$ cat config.mk
export PLATFORM = sky130hd
export DESIGN_NAME = column_gap_character_segmenter_unit
export DESIGN_NICKNAME = d
export VERILOG_FILES = /design/src/rtl/core/cgcs_pkg.sv /design/src/rtl/core/cgcs_front.sv /design/src/rtl/core/cgcs_queue.sv /design/src/rtl/core/cgcs_back.sv /design/src/rtl/core/column_gap_character_segmenter_unit.sv
export VERILOG_INCLUDE_DIRS = /design/src /design/src/rtl/core
export SDC_FILE = /design/constraint.sdc
export NUM_CORES = 1
export LEC_CHECK = 0
export ABC_AREA = 1
export ABC_CLOCK_PERIOD_IN_PS = 8700
export BUFFER_PORTS_ARGS = -buffer_cell sky130_fd_sc_hd__buf_2
export CAP_MARGIN = 0
export CORE_MARGIN = 4
export CORE_UTILIZATION = 65
export DETAILED_ROUTE_END_ITERATION = 12
export GPL_ROUTABILITY_DRIVEN = 0
export PLACE_DENSITY = 0.86
export SKIP_CTS_REPAIR_TIMING = 1
export SLEW_MARGIN = 20
export SYNTH_ARGS = -nofsm -noshare
export SYNTH_HDL_FRONTEND = slang
export SYNTH_HIERARCHICAL = 1
export SYNTH_SLANG_ARGS = --single-unit
export TNS_END_PERCENT = 20
$ cat constraint.sdc
create_clock -name clk -period 8.7 [get_ports clk]
set_clock_uncertainty 0.15 [all_clocks]
set_input_delay 0.435 -clock clk [delete_from_list [all_inputs] [get_ports clk]]
set_output_delay 0.435 -clock clk [all_outputs]
set_load 0.02 [all_outputs]
$ cat src/rtl/core/column_gap_character_segmenter_unit_defines.svh
// ----------------------------------------------------------------------------
// Column gap character segmenter: assertion macros
// Shared concurrent assertion forms, clocked on clk and disabled in reset.
// ----------------------------------------------------------------------------
`ifndef COLUMN_GAP_CHARACTER_SEGMENTER_UNIT_DEFINES_SVH
`define COLUMN_GAP_CHARACTER_SEGMENTER_UNIT_DEFINES_SVH

// The consequent must hold in the same cycle as the antecedent.
`define CGCS_ASSERT_NOW(lbl, ante, cons, msg) \
	lbl: assert property (@(posedge clk) disable iff (!arst_n) (ante) |-> (cons)) \
		else $error(msg);

// The consequent must hold in the cycle after the antecedent.
`define CGCS_ASSERT_NEXT(lbl, ante, cons, msg) \
	lbl: assert property (@(posedge clk) disable iff (!arst_n) (ante) |=> (cons)) \
		else $error(msg);

`endif

$ cat src/rtl/core/cgcs_pkg.sv
// ----------------------------------------------------------------------------
// Column gap character segmenter package
// Widths, reset values and sizing defaults shared by the segmenter modules.
// ----------------------------------------------------------------------------
`default_nettype none

package cgcs_pkg;

	// Default coordinate width of rows and columns.
	localparam int COORD_BITS_DEF = 12;

	// Width and reset value of the gap limit register.
	localparam int GAP_BITS = 8;
	localparam logic [GAP_BITS-1:0] GAP_RESET = 8'd4;

	// Default depth of the column record queue between front and back.
	localparam int QUEUE_DEPTH_DEF = 2;

endpackage

`default_nettype wire

$ cat src/rtl/core/cgcs_front.sv
// ----------------------------------------------------------------------------
// Column gap character segmenter: front end
// Accepts pixels, tracks the ink extent of the current column and hands a
// column record to the queue at every column end.
// ----------------------------------------------------------------------------
`default_nettype none

module cgcs_front #(
	parameter int COORD_BITS = 12
) (
	input  logic                    clk,
	input  logic                    arst_n,
	input  logic                    in_valid,
	output logic                    in_stall,
	input  logic                    pixel,
	input  logic [COORD_BITS-1:0]   row,
	input  logic [COORD_BITS-1:0]   column,
	input  logic                    column_last,
	input  logic                    word_last,
	input  logic                    q_full,
	output logic                    q_push,
	output logic [3*COORD_BITS+2:0] q_wdata
);

	logic                  ink_q;
	logic [COORD_BITS-1:0] top_q;
	logic [COORD_BITS:0]   bottom_q;

	logic                  accept;
	logic                  col_end;
	logic                  ink_now;
	logic [COORD_BITS-1:0] top_now;
	logic [COORD_BITS:0]   bottom_now;

	// A transfer needs room in the queue.
	assign in_stall = q_full;
	assign accept   = in_valid & ~in_stall;
	assign col_end  = column_last | word_last;

	// Column extent including the pixel of this transfer.
	assign ink_now    = ink_q | pixel;
	assign top_now    = (pixel && !ink_q) ? row : top_q;
	assign bottom_now = pixel ? ({1'b0, row} + {{COORD_BITS{1'b0}}, 1'b1}) : bottom_q;

	// Record: word end, ink flag, column, top, bottom.
	assign q_push  = accept & col_end;
	assign q_wdata = {word_last, ink_now, column, top_now, bottom_now};

	// Ink flag of the open column; cleared at each column end.
	always_ff @(posedge clk or negedge arst_n) begin
		if (!arst_n) begin
			ink_q <= 1'b0;
		end else if (accept) begin
			ink_q <= col_end ? 1'b0 : ink_now;
		end
	end

	// Column extent payload.
	always_ff @(posedge clk) begin
		if (accept) begin
			top_q    <= top_now;
			bottom_q <= bottom_now;
		end
	end

endmodule

`default_nettype wire

$ cat src/rtl/core/cgcs_queue.sv
// ----------------------------------------------------------------------------
// Column gap character segmenter: record queue
// Small register FIFO that decouples the pixel front end from the character
// back end.
// ----------------------------------------------------------------------------
`default_nettype none

`include "column_gap_character_segmenter_unit_defines.svh"

module cgcs_queue #(
	parameter int WIDTH = 39,
	parameter int DEPTH = 2
) (
	input  logic             clk,
	input  logic             arst_n,
	input  logic             push,
	input  logic [WIDTH-1:0] wdata,
	input  logic             pop,
	output logic [WIDTH-1:0] rdata,
	output logic             full,
	output logic             empty
);

	localparam int PTR_W = (DEPTH > 1) ? $clog2(DEPTH) : 1;
	localparam int CNT_W = $clog2(DEPTH + 1);

	logic [WIDTH-1:0] slot_q [DEPTH];
	logic [PTR_W-1:0] wr_ptr_q;
	logic [PTR_W-1:0] rd_ptr_q;
	logic [CNT_W-1:0] count_q;

	assign full  = (count_q == CNT_W'(DEPTH));
	assign empty = (count_q == '0);
	assign rdata = slot_q[rd_ptr_q];

	// Pointers and fill count.
	always_ff @(posedge clk or negedge arst_n) begin
		if (!arst_n) begin
			wr_ptr_q <= '0;
			rd_ptr_q <= '0;
			count_q  <= '0;
		end else begin
			if (push) begin
				wr_ptr_q <= (wr_ptr_q == PTR_W'(DEPTH - 1)) ? '0 : wr_ptr_q + 1'b1;
			end
			if (pop) begin
				rd_ptr_q <= (rd_ptr_q == PTR_W'(DEPTH - 1)) ? '0 : rd_ptr_q + 1'b1;
			end
			if (push && !pop) begin
				count_q <= count_q + 1'b1;
			end else if (pop && !push) begin
				count_q <= count_q - 1'b1;
			end
		end
	end

	// Storage slots.
	always_ff @(posedge clk) begin
		if (push) begin
			slot_q[wr_ptr_q] <= wdata;
		end
	end

	`CGCS_ASSERT_NOW(a_no_push_full, push, !full, "queue written while full")
	`CGCS_ASSERT_NOW(a_no_pop_empty, pop, !empty, "queue read while empty")
	`CGCS_ASSERT_NOW(a_count_range, 1'b1, count_q <= CNT_W'(DEPTH), "queue count overflow")

endmodule

`default_nettype wire

$ cat src/rtl/core/cgcs_back.sv
// ----------------------------------------------------------------------------
// Column gap character segmenter: back end
// Takes column records, opens, widens and closes characters, and holds each
// finished box in an output register until it is transferred.
// ----------------------------------------------------------------------------
`default_nettype none

`include "column_gap_character_segmenter_unit_defines.svh"

module cgcs_back #(
	parameter int COORD_BITS = 12
) (
	input  logic                          clk,
	input  logic                          arst_n,
	input  logic [cgcs_pkg::GAP_BITS-1:0] gap_limit,
	input  logic [3*COORD_BITS+2:0]       q_rdata,
	input  logic                          q_empty,
	output logic                          q_pop,
	output logic                          out_valid,
	input  logic                          out_stall,
	output logic [COORD_BITS-1:0]         box_left,
	output logic [COORD_BITS:0]           box_right,
	output logic [COORD_BITS-1:0]         box_top,
	output logic [COORD_BITS:0]           box_bottom
);

	import cgcs_pkg::*;

	localparam int SUM_W = ((COORD_BITS > GAP_BITS) ? COORD_BITS : GAP_BITS) + 1;

	// Record fields.
	logic                  rec_word_end;
	logic                  rec_ink;
	logic [COORD_BITS-1:0] rec_col;
	logic [COORD_BITS-1:0] rec_top;
	logic [COORD_BITS:0]   rec_bottom;

	// Open character.
	logic                  open_q;
	logic [COORD_BITS-1:0] left_q;
	logic [COORD_BITS-1:0] right_q;
	logic [COORD_BITS-1:0] top_q;
	logic [COORD_BITS:0]   bottom_q;

	// Output register.
	logic                  out_valid_q;
	logic [COORD_BITS-1:0] out_left_q;
	logic [COORD_BITS:0]   out_right_q;
	logic [COORD_BITS-1:0] out_top_q;
	logic [COORD_BITS:0]   out_bottom_q;

	logic                  out_free;
	logic                  gap_exceeded;
	logic                  emit_close;
	logic                  emit_end;
	logic                  emit;
	logic [COORD_BITS-1:0] new_left;
	logic [COORD_BITS-1:0] new_top;
	logic [COORD_BITS:0]   new_bottom;
	logic [COORD_BITS-1:0] box_left_d;
	logic [COORD_BITS:0]   box_right_d;
	logic [COORD_BITS-1:0] box_top_d;
	logic [COORD_BITS:0]   box_bottom_d;

	assign {rec_word_end, rec_ink, rec_col, rec_top, rec_bottom} = q_rdata;

	// A record is taken when the output register is free or drains now.
	assign out_free = ~out_valid_q | ~out_stall;
	assign q_pop    = ~q_empty & out_free;

	// Gap test against the last inky column.
	assign gap_exceeded = SUM_W'(rec_col) > (SUM_W'(right_q) + SUM_W'(gap_limit));

	// Box after an inky column opens or widens the character.
	assign new_left   = open_q ? left_q : rec_col;
	assign new_top    = (open_q && !(rec_top < top_q)) ? top_q : rec_top;
	assign new_bottom = (open_q && !(rec_bottom > bottom_q)) ? bottom_q : rec_bottom;

	// Emission: a blank column past the gap closes; word end flushes.
	assign emit_close = ~rec_ink & open_q & gap_exceeded;
	assign emit_end   = rec_word_end & (rec_ink | open_q) & ~emit_close;
	assign emit       = emit_close | emit_end;

	assign box_left_d   = rec_ink ? new_left : left_q;
	assign box_top_d    = rec_ink ? new_top : top_q;
	assign box_bottom_d = rec_ink ? new_bottom : bottom_q;
	assign box_right_d  = emit_close ? {1'b0, rec_col}
	                                 : ({1'b0, rec_col} + {{COORD_BITS{1'b0}}, 1'b1});

	// Character open flag.
	always_ff @(posedge clk or negedge arst_n) begin
		if (!arst_n) begin
			open_q <= 1'b0;
		end else if (q_pop) begin
			priority if (rec_word_end || emit_close) begin
				open_q <= 1'b0;
			end else if (rec_ink) begin
				open_q <= 1'b1;
			end else begin
				open_q <= open_q;
			end
		end
	end

	// Character extent payload.
	always_ff @(posedge clk) begin
		if (q_pop && rec_ink) begin
			left_q   <= new_left;
			right_q  <= rec_col;
			top_q    <= new_top;
			bottom_q <= new_bottom;
		end
	end

	// Output valid.
	always_ff @(posedge clk or negedge arst_n) begin
		if (!arst_n) begin
			out_valid_q <= 1'b0;
		end else if (out_free) begin
			out_valid_q <= q_pop & emit;
		end
	end

	// Output payload.
	always_ff @(posedge clk) begin
		if (q_pop && emit) begin
			out_left_q   <= box_left_d;
			out_right_q  <= box_right_d;
			out_top_q    <= box_top_d;
			out_bottom_q <= box_bottom_d;
		end
	end

	assign out_valid  = out_valid_q;
	assign box_left   = out_left_q;
	assign box_right  = out_right_q;
	assign box_top    = out_top_q;
	assign box_bottom = out_bottom_q;

	`CGCS_ASSERT_NOW(a_hold_blocks_pop, out_valid_q && out_stall, !q_pop,
		"record taken while a box is held")
	`CGCS_ASSERT_NEXT(a_word_end_closes, q_pop && rec_word_end, !open_q,
		"character still open after word end")
	`CGCS_ASSERT_NEXT(a_blank_idle_no_box, q_pop && !rec_ink && !open_q, !out_valid_q,
		"box produced with no open character")

endmodule

`default_nettype wire

$ cat src/rtl/core/column_gap_character_segmenter_unit.sv
// A box is presented from the output register after the pixel that ends its
// closing column (or the final pixel of the word) has passed the record queue.
// Throughput: one pixel per cycle; a held box stalls pixels only after the
// column record queue fills (two records by default).
// Reset clears the column, character, queue and output state and loads the
// gap limit with 4.
// ----------------------------------------------------------------------------
// Column gap character segmenter top level
// Splits a word box into character boxes by blank column gaps.
// ----------------------------------------------------------------------------
`default_nettype none

module column_gap_character_segmenter_unit #(
	parameter int COORD_BITS  = cgcs_pkg::COORD_BITS_DEF,
	parameter int QUEUE_DEPTH = cgcs_pkg::QUEUE_DEPTH_DEF
) (
	input  logic                          clk,
	input  logic                          arst_n,
	input  logic                          cfg_we,
	input  logic [cgcs_pkg::GAP_BITS-1:0] cfg_wdata,
	input  logic                          in_valid,
	output logic                          in_stall,
	input  logic                          pixel,
	input  logic [COORD_BITS-1:0]         row,
	input  logic [COORD_BITS-1:0]         column,
	input  logic                          column_last,
	input  logic                          word_last,
	output logic                          out_valid,
	input  logic                          out_stall,
	output logic [COORD_BITS-1:0]         box_left,
	output logic [COORD_BITS:0]           box_right,
	output logic [COORD_BITS-1:0]         box_top,
	output logic [COORD_BITS:0]           box_bottom
);

	import cgcs_pkg::*;

	localparam int REC_W = 3 * COORD_BITS + 3;

	logic [GAP_BITS-1:0] gap_limit_q;
	logic                q_push;
	logic                q_pop;
	logic                q_full;
	logic                q_empty;
	logic [REC_W-1:0]    q_wdata;
	logic [REC_W-1:0]    q_rdata;

	// Gap limit register.
	always_ff @(posedge clk or negedge arst_n) begin
		if (!arst_n) begin
			gap_limit_q <= GAP_RESET;
		end else if (cfg_we) begin
			gap_limit_q <= cfg_wdata;
		end
	end

	// Pixel front end.
	cgcs_front #(
		.COORD_BITS(COORD_BITS)
	) u_front (
		.clk        (clk),
		.arst_n     (arst_n),
		.in_valid   (in_valid),
		.in_stall   (in_stall),
		.pixel      (pixel),
		.row        (row),
		.column     (column),
		.column_last(column_last),
		.word_last  (word_last),
		.q_full     (q_full),
		.q_push     (q_push),
		.q_wdata    (q_wdata)
	);

	// Column record queue.
	cgcs_queue #(
		.WIDTH(REC_W),
		.DEPTH(QUEUE_DEPTH)
	) u_queue (
		.clk   (clk),
		.arst_n(arst_n),
		.push  (q_push),
		.wdata (q_wdata),
		.pop   (q_pop),
		.rdata (q_rdata),
		.full  (q_full),
		.empty (q_empty)
	);

	// Character back end.
	cgcs_back #(
		.COORD_BITS(COORD_BITS)
	) u_back (
		.clk       (clk),
		.arst_n    (arst_n),
		.gap_limit (gap_limit_q),
		.q_rdata   (q_rdata),
		.q_empty   (q_empty),
		.q_pop     (q_pop),
		.out_valid (out_valid),
		.out_stall (out_stall),
		.box_left  (box_left),
		.box_right (box_right),
		.box_top   (box_top),
		.box_bottom(box_bottom)
	);

endmodule

`default_nettype wire

==> results of run 1 <==
logic make-up (layout without fill, tap and decap cells):
family | after synthesis | count (layout) | share of synthesized area (%)
compound gates | 88 | 88 | 4.678
xor+xnor | 24 | 24 | 1.960
fa+ha+maj | 48 | 48 | 5.669
buf+inv | 152 | 265 | 6.754
flops | 217 | 217 | 60.06
mux | 45 | 45 | 4.724
simple gates | 387 | 387 | 16.16
state kept, by name, summed over array words and instances (netlist names), 13 cells and up:
| signal | count |
|---|---|
| u_back/bottom_q | 13 |
| u_queue/slot_q | 78 |
| u_back/box_right | 13 |
| u_front/bottom_q | 13 |
| u_back/box_bottom | 13 |
layout make-up:
| class | count | area (um2) | area share [%] |
|---|---|---|---|
| Timing Repair Buffer | 116 | 710.7 | 5.858 |
| Tap cell | 216 | 270.3 | 2.228 |
| Sequential cell | 217 | 6442 | 53.10 |
| Multi-Input combinational cell | 592 | 3577 | 29.49 |
| Clock inverter | 11 | 102.6 | 0.8457 |
| Inverter | 109 | 410.4 | 3.383 |
| Clock buffer | 29 | 618.1 | 5.095 |
layer usage:
metal  vias up  track usage [%]  routed length, um
li1       3463                -                  -
met3        49            2.998               1548
met2       331            38.91              11510
met1      3505            33.12               9366
met5         -                0                  7
met4         2            7.167                733
critical path, stage by stage (launching register included):
cell and delay (ns):
dfstp_2 0.54, ha_1 0.29, a21oi_1 0.18, nand2_1 0.11
nand2_1 0.09, o211ai_1 0.14, a22oi_1 0.27, nor2_1 0.09
xor2_1 0.16, ha_1 0.29, and3_2 0.22, a31oi_1 0.26
nand3_4 0.32, nand2_1 0.14, nand2_1 0.10, inv_2 0.80
power by group through the flow:
stage                     Combinational [mW]  Sequential [mW]  Clock (mW)
after floorplan                         1.36             2.01           0
after global placement                  1.91             1.86           0
after detailed placement                1.98             1.88           0
after CTS                               2.01             1.86       0.941
after global routing                    2.29             1.90        1.00
final                                   2.07             1.87       0.944
worst min path at each step:
stage | start | endpoint | slack [ns] | depth (start not counted)
6_report | cfg_wdata[3] | gap_limit_q[3] | -0.005 | 3
3_5_place_dp | arst_n | u_queue/wr_ptr_q | 0.24 | 1
5_1_grt | cfg_wdata[3] | gap_limit_q[3] | 0.009 | 3
2_1_floorplan | arst_n | gap_limit_q[0] | -0.01 | 0
3_3_place_gp | arst_n | u_queue/wr_ptr_q | 0.23 | 1
4_1_cts | arst_n | u_back/open_q | -0.28 | 1
cells in the final DEF, fill, tap and decap left out, types with 3 or more instances in the layout:
cell / netlist / routed
buf_2: 7 / 91
dfrtp_1: 14 / 14
clkbuf_1: 8 / 4
nand2_1: 237 / 237
clkbuf_16: 0 / 23
clkinv_1: 1 / 6
and2_1: 25 / 25
buf_4: 16 / 5
edfxtp_1: 202 / 202
nand4_1: 5 / 5
o21ai_0: 43 / 43
xor2_1: 22 / 22
a21oi_1: 23 / 23
ha_1: 47 / 47
nor2_1: 22 / 19
dlygate4sd3_1: 0 / 19
mux2_2: 45 / 45
o21ai_2: 9 / 9
nand3_1: 72 / 72
clkinv_2: 1 / 4
nor3_1: 8 / 8
inv_1: 106 / 105
o21ai_1: 3 / 3
nand3_2: 5 / 5
nor2_4: 2 / 4
==> impl_metrics.py, run 1 <==
metrics = {
    "setup_path": {
        "critPathKind": "flip-flop to flip-flop",
        "endpoint": "u_back/box_bottom[5]",
        "path_max_fanout": 50,
        "endpoint_kind": "flip-flop",
        "crit_arrival_ns": 4.56,
        "ff2ff_path_depth": 15,
        "crit_required_ns": 8.67,
        "cp-startpoint": "gap_limit_q[2]",
        "worstReg2RegEnd": "u_back/box_bottom[5]",
        "reg2reg_from": "gap_limit_q[2]",
        "rrSetupSlack_ns": 4.11,
        "worst_setup_path_start_kind": "flip-flop",
    },
    "cells_and_area": {
        "finish.utilization_pct": 75.82,
        "layout-drive-gt1-share_pct": 19.37,
        "antennaDiodeCount": 0,
        "final_nets": 1146,
        "finalInstanceArea_mm2": 0.01213,
        "fillerInstances": 1002,
        "areaGrowthSynthToFinish_pct": 13.10,
        "fin_cells": 1290,
    },
    "sta": {
        "fin_setup_tns_ns": 0,
        "slew_headroom_pct": 28.59,
        "worst_pin_slew_ns": 1.071,
        "maxSlewViolCount": 0,
        "whs_ns": -0.004766,
        "fin_crit_sh_pct": 52.82,
        "final-hold-violation-count": 1,
        "setup_ws_ns": 4.105,
        "fin_crit_ns": 4.595,
        "clock.fmax_mhz": 217.6,
        "finalSetupViolCount": 0,
        "grt_setup_unrepaired": "false",
    },
    "grt": {
        "grt_overflow": 0,
        "grt_pass1_wl_um": 34750,
        "grt_max_degree": 54,
        "grt_usage_pct": 23.61,
        "antenna_found_initial": 1,
        "grt_pass1_vias": 6758,
    },
    "floorplan": {
        "dieArea_mm2": 0.01862,
        "rows": 46,
        "die_h_um": 136.5,
        "core_area_mm2": 0.01600,
        "initial_core_util_pct": 67.04,
        "ioPinCount": 92,
        "die_w_um": 136.5,
    },
    "synth": {
        "synth_edf_count": 202,
        "ys_top_cells_by_area": "edfxtp_1, nand2_1, ha_1",
        "yosysMostFrequentCell": "nand2_1",
        "ys_async_sr_fraction_pct": 6.912,
        "synth-seq-area-share_pct": 60.06,
        "synth.distinct_cells": 46,
        "syn_inst": 961,
        "synth_area_mm2": 0.01073,
        "synth-main-ff-cell": "edfxtp_1",
        "syn_area_per_cell_um2": 11.16,
        "syn-num-nets": 1049,
        "yosys.area.top_type": "edfxtp_1",
        "yosys.area.top_type_share_pct": 56.55,
        "yosysWarningCount": 6,
        "synth_seq_cells": 217,
        "netlist_top_cells_count": "nand2_1, edfxtp_1, inv_1, nand3_1, ha_1",
    },
    "placed_design": {
        "place_inst": 1230,
        "port_buffers": 91,
        "dp_hpwl_um": 14610,
        "place_area_mm2": 0.01119,
        "pre_cts_ws_ns": 4.177,
    },
    "clocking": {
        "cts_buffers": 22,
        "cts_root_buf": "clkbuf_16",
        "clock_latency_ns": 0.51,
        "tritoncts": "done",
        "ctsHtreeMaxLevel": 1,
        "cts_buffer_depth": 3,
        "cts.sinks": 217,
        "clkSlewWorstSetupHoldPaths_ns": 0.06,
    },
    "routing": {
        "drt_pass1_iterations": 5,
        "wirelength_um": 23170,
        "avgViaCountPerCell": 5.698,
        "vias": 7350,
        "drc_errors": 0,
        "postRouteAntennaNets": 0,
        "drtIter0Drc": 801,
        "wl_per_cell_um": 17.96,
    },
    "power_and_ir_drop": {
        "powerDensity_mw_per_mm2": 402.9,
        "p_int_mw": 2.957,
        "power_leakage_nw": 5.192,
        "p_seq_share_pct": 38.3,
        "vdd_drop_max_v": 0.0002217,
        "comb_power_share_pct": 42.4,
        "p_clk_share_pct": 19.3,
        "p_switching_mw": 1.931,
        "finalPower_mw": 4.888,
        "switching_share_pct": 39.50,
    },
    "status": {
        "outcome": "complete, but fails checks",
        "violations": "negative hold slack",
    },
    "run": {
        "drv_cap": 0,
    },
    "hold_path": {
        "hp-class": "primary input to flip-flop",
    },
}
(Power assumes the default switching activity.)
==> run 2: changes to the inputs <==
ABC_AREA = 0   (was 1)
ABC_CLOCK_PERIOD_IN_PS = 4000   (was 8700)
CORE_UTILIZATION = 54   (was 65)
PLACE_DENSITY = 0.76   (was 0.86)
clock period = 4 ns   (was 8.7 ns; I/O delays follow)
==> impl_metrics.py, run 2 <==
metrics = {
    "sta": {
        "grt_setup_unrepaired": "true",
        "clock.fmax_mhz": 252.8,
        "whs_ns": -0.008528,
        "fin_crit_ns": 3.955,
        "setup_ws_ns": 0.04482,
        "maxSlewViolCount": 0,
        "worst_pin_slew_ns": 1.202,
        "final-hold-violation-count": 3,
        "fin_setup_tns_ns": 0,
        "fin_crit_sh_pct": 98.88,
        "slew_headroom_pct": 19.86,
        "finalSetupViolCount": 0,
    },
    "synth": {
        "ys_top_cells_by_area": "edfxtp_1, mux2_2, ha_1",
        "synth_seq_cells": 217,
        "yosys.area.top_type": "edfxtp_1",
        "netlist_top_cells_count": "edfxtp_1, mux2_2, ha_1, inv_1, o21ai_0",
        "ys_async_sr_fraction_pct": 6.912,
        "syn-num-nets": 778,
        "yosys.area.top_type_share_pct": 58.69,
        "synth-main-ff-cell": "edfxtp_1",
        "syn_inst": 690,
        "syn_area_per_cell_um2": 14.98,
        "yosysMostFrequentCell": "edfxtp_1",
        "synth.distinct_cells": 56,
        "synth_area_mm2": 0.01034,
        "yosysWarningCount": 6,
        "synth-seq-area-share_pct": 62.33,
        "synth_edf_count": 202,
    },
    "setup_path": {
        "critPathKind": "flip-flop to flip-flop",
        "crit_required_ns": 4.06,
        "critical-path-max-stage-delay_ns": 0.36,
        "slowest_stage": "dfrtp_1",
        "path_max_fanout": 9,
        "worst_setup_path_start_kind": "flip-flop",
        "crit_arrival_ns": 4.02,
        "cp_num_buf_inv": 3,
        "endpoint_kind": "flip-flop",
        "crit_path_cell_trace": "ha_2 > inv_1 > fa_2 > nor2b_2 > o31a_1 > nor3_2 > o21ai_2 > nand3_2 > xor2_1 > ha_1 > and3_4 > a211oi_1 > nor4bb_1 > o31ai_1 > o21a_1 > nor2b_4 > buf_12 > clkbuf_16",
        "critPathTopFamily": "simple AND/OR/NAND/NOR gates",
    },
    "routing": {
        "wl_per_cell_um": 19.58,
        "avgViaCountPerCell": 5.733,
        "vias": 6220,
        "drtIter0Drc": 361,
        "wirelength_um": 21240,
        "wl_met2_um": 10800,
        "drt_pass1_iterations": 5,
        "wl_met3_um": 1264,
        "drc_errors": 0,
        "drt-met1-wl_um": 8719,
        "top_layer": "met4",
        "postRouteAntennaNets": 0,
    },
    "clocking": {
        "clock_latency_ns": 0.51,
        "tritoncts": "done",
        "cts_buffers": 23,
        "ctsHtreeMaxLevel": 1,
        "cts_buffer_depth": 3,
        "cts.sinks": 217,
        "cts_root_buf": "clkbuf_16",
        "clkSlewWorstSetupHoldPaths_ns": 0.06,
    },
    "power_and_ir_drop": {
        "switching_share_pct": 34.52,
        "vdd_drop_max_v": 0.0003648,
        "comb_power_share_pct": 41.3,
        "p_switching_mw": 3.718,
        "finalPower_mw": 10.77,
        "p_seq_share_pct": 38.0,
        "powerDensity_mw_per_mm2": 870.8,
        "power_leakage_nw": 4.766,
        "p_clk_share_pct": 20.6,
        "p_int_mw": 7.052,
    },
    "cells_and_area": {
        "fin_cells": 1085,
        "layout_commonest_cell": "edfxtp_1",
        "finalInstanceArea_mm2": 0.01237,
        "largest_reg_flops": 78,
        "areaGrowthSynthToFinish_pct": 19.65,
        "layout-drive-gt1-share_pct": 33.61,
        "finish.utilization_pct": 65.89,
        "final_nets": 922,
        "top_register": "u_queue/slot_q",
        "layout_common_cells": "edfxtp_1, buf_2, mux2_2",
        "antennaDiodeCount": 0,
    },
    "placed_design": {
        "place_inst": 994,
        "place_area_mm2": 0.01099,
        "dp_hpwl_um": 13930,
        "pre_cts_ws_ns": 0.03973,
        "port_buffers": 91,
    },
    "floorplan": {
        "rows": 50,
        "ioPinCount": 92,
        "core_area_mm2": 0.01877,
        "initial_core_util_pct": 55.07,
        "die_w_um": 146.4,
        "die_h_um": 146.4,
        "dieArea_mm2": 0.02142,
    },
    "grt": {
        "grt_pass1_vias": 6247,
        "grt_usage_pct": 18.48,
        "grt_max_degree": 38,
        "grt_pass1_wl_um": 32290,
        "grt_overflow": 0,
        "antenna_found_initial": 0,
    },
    "status": {
        "outcome": "complete, but fails checks",
        "violations": "negative hold slack",
    },
    "hold_path": {
        "hp-class": "primary input to flip-flop",
    },
    "run": {
        "drv_cap": 0,
    },
}
run 2: changes by cell type after synthesis, sizes merged, moves of 10 or more:
cell,before,now
nor2b,0,10
xnor2,2,18
inv,107,35
nand2,241,27
nand3,78,11
and2,25,2
mux2,45,122
xor2,22,10
o21ai,55,34
run 2: final cells by class:
class	count	area (um2)
Timing Repair Buffer	154	1122
Inverter	35	131.4
Tap cell	234	292.8
Multi-Input combinational cell	403	3572
Sequential cell	217	6442
Fill cell	1311	6401
Clock buffer	26	606.8
Clock inverter	16	198.9
run 2: logic make-up after synthesis:
family | synth area share (%)
mux | 14.41
simple gates | 5.520
fa+ha+maj | 5.883
flops | 62.33
buf+inv | 3.620
xor+xnor | 2.373
compound gates | 5.871
run 2: path summary, 6_finish.rpt:
check | startpoint | to | slack (ns) | cells past startpoint
setup / recovery | gap_limit_q[0] | u_back/box_left[0] | 0.04 | 18
hold / removal | row[6] | u_queue/slot_q[1][19] | -0.009 | 2
setup reg to reg | gap_limit_q[0] | u_back/box_left[0] | 0.04 | 18
hold reg to reg | u_queue/count_q[1] | u_queue/count_q[1] | 0.36 | 1
max in group asynchronous | arst_n | u_queue/rd_ptr_q | 2.80 | 3
min in group asynchronous | arst_n | u_queue/wr_ptr_q | 0.01 | 2
run 2: power groups by stage:
| stage | logic (mW) | registers, mW | clock network [mW] |
|---|---|---|---|
| final | 4.45 | 4.09 | 2.22 |
| after global placement | 3.99 | 4.10 | 0 |
| after CTS | 4.20 | 4.09 | 2.27 |
| after floorplan | 2.75 | 4.37 | 0 |
| after global routing | 4.86 | 4.17 | 2.36 |
| after detailed placement | 4.16 | 4.13 | 0 |
run 2: layer usage:
metal,track usage [%],up-vias
met2,32.11,218
met1,23.72,3068
met3,3.786,37
met5,0,-
met4,5.080,0
li1,-,2897
run 2: worst reg2reg max path, stage by stage (launching register included):
cell and delay (ns):
dfrtp_1 0.36, ha_2 0.19, inv_1 0.05, fa_2 0.34, nor2b_2 0.13, o31a_1 0.19, nor3_2 0.07, o21ai_2 0.22
nand3_2 0.10, xor2_1 0.16, ha_1 0.31, and3_4 0.19, a211oi_1 0.05, nor4bb_1 0.31, o31ai_1 0.15, o21a_1 0.23
nor2b_4 0.14, buf_12 0.15, clkbuf_16 0.17
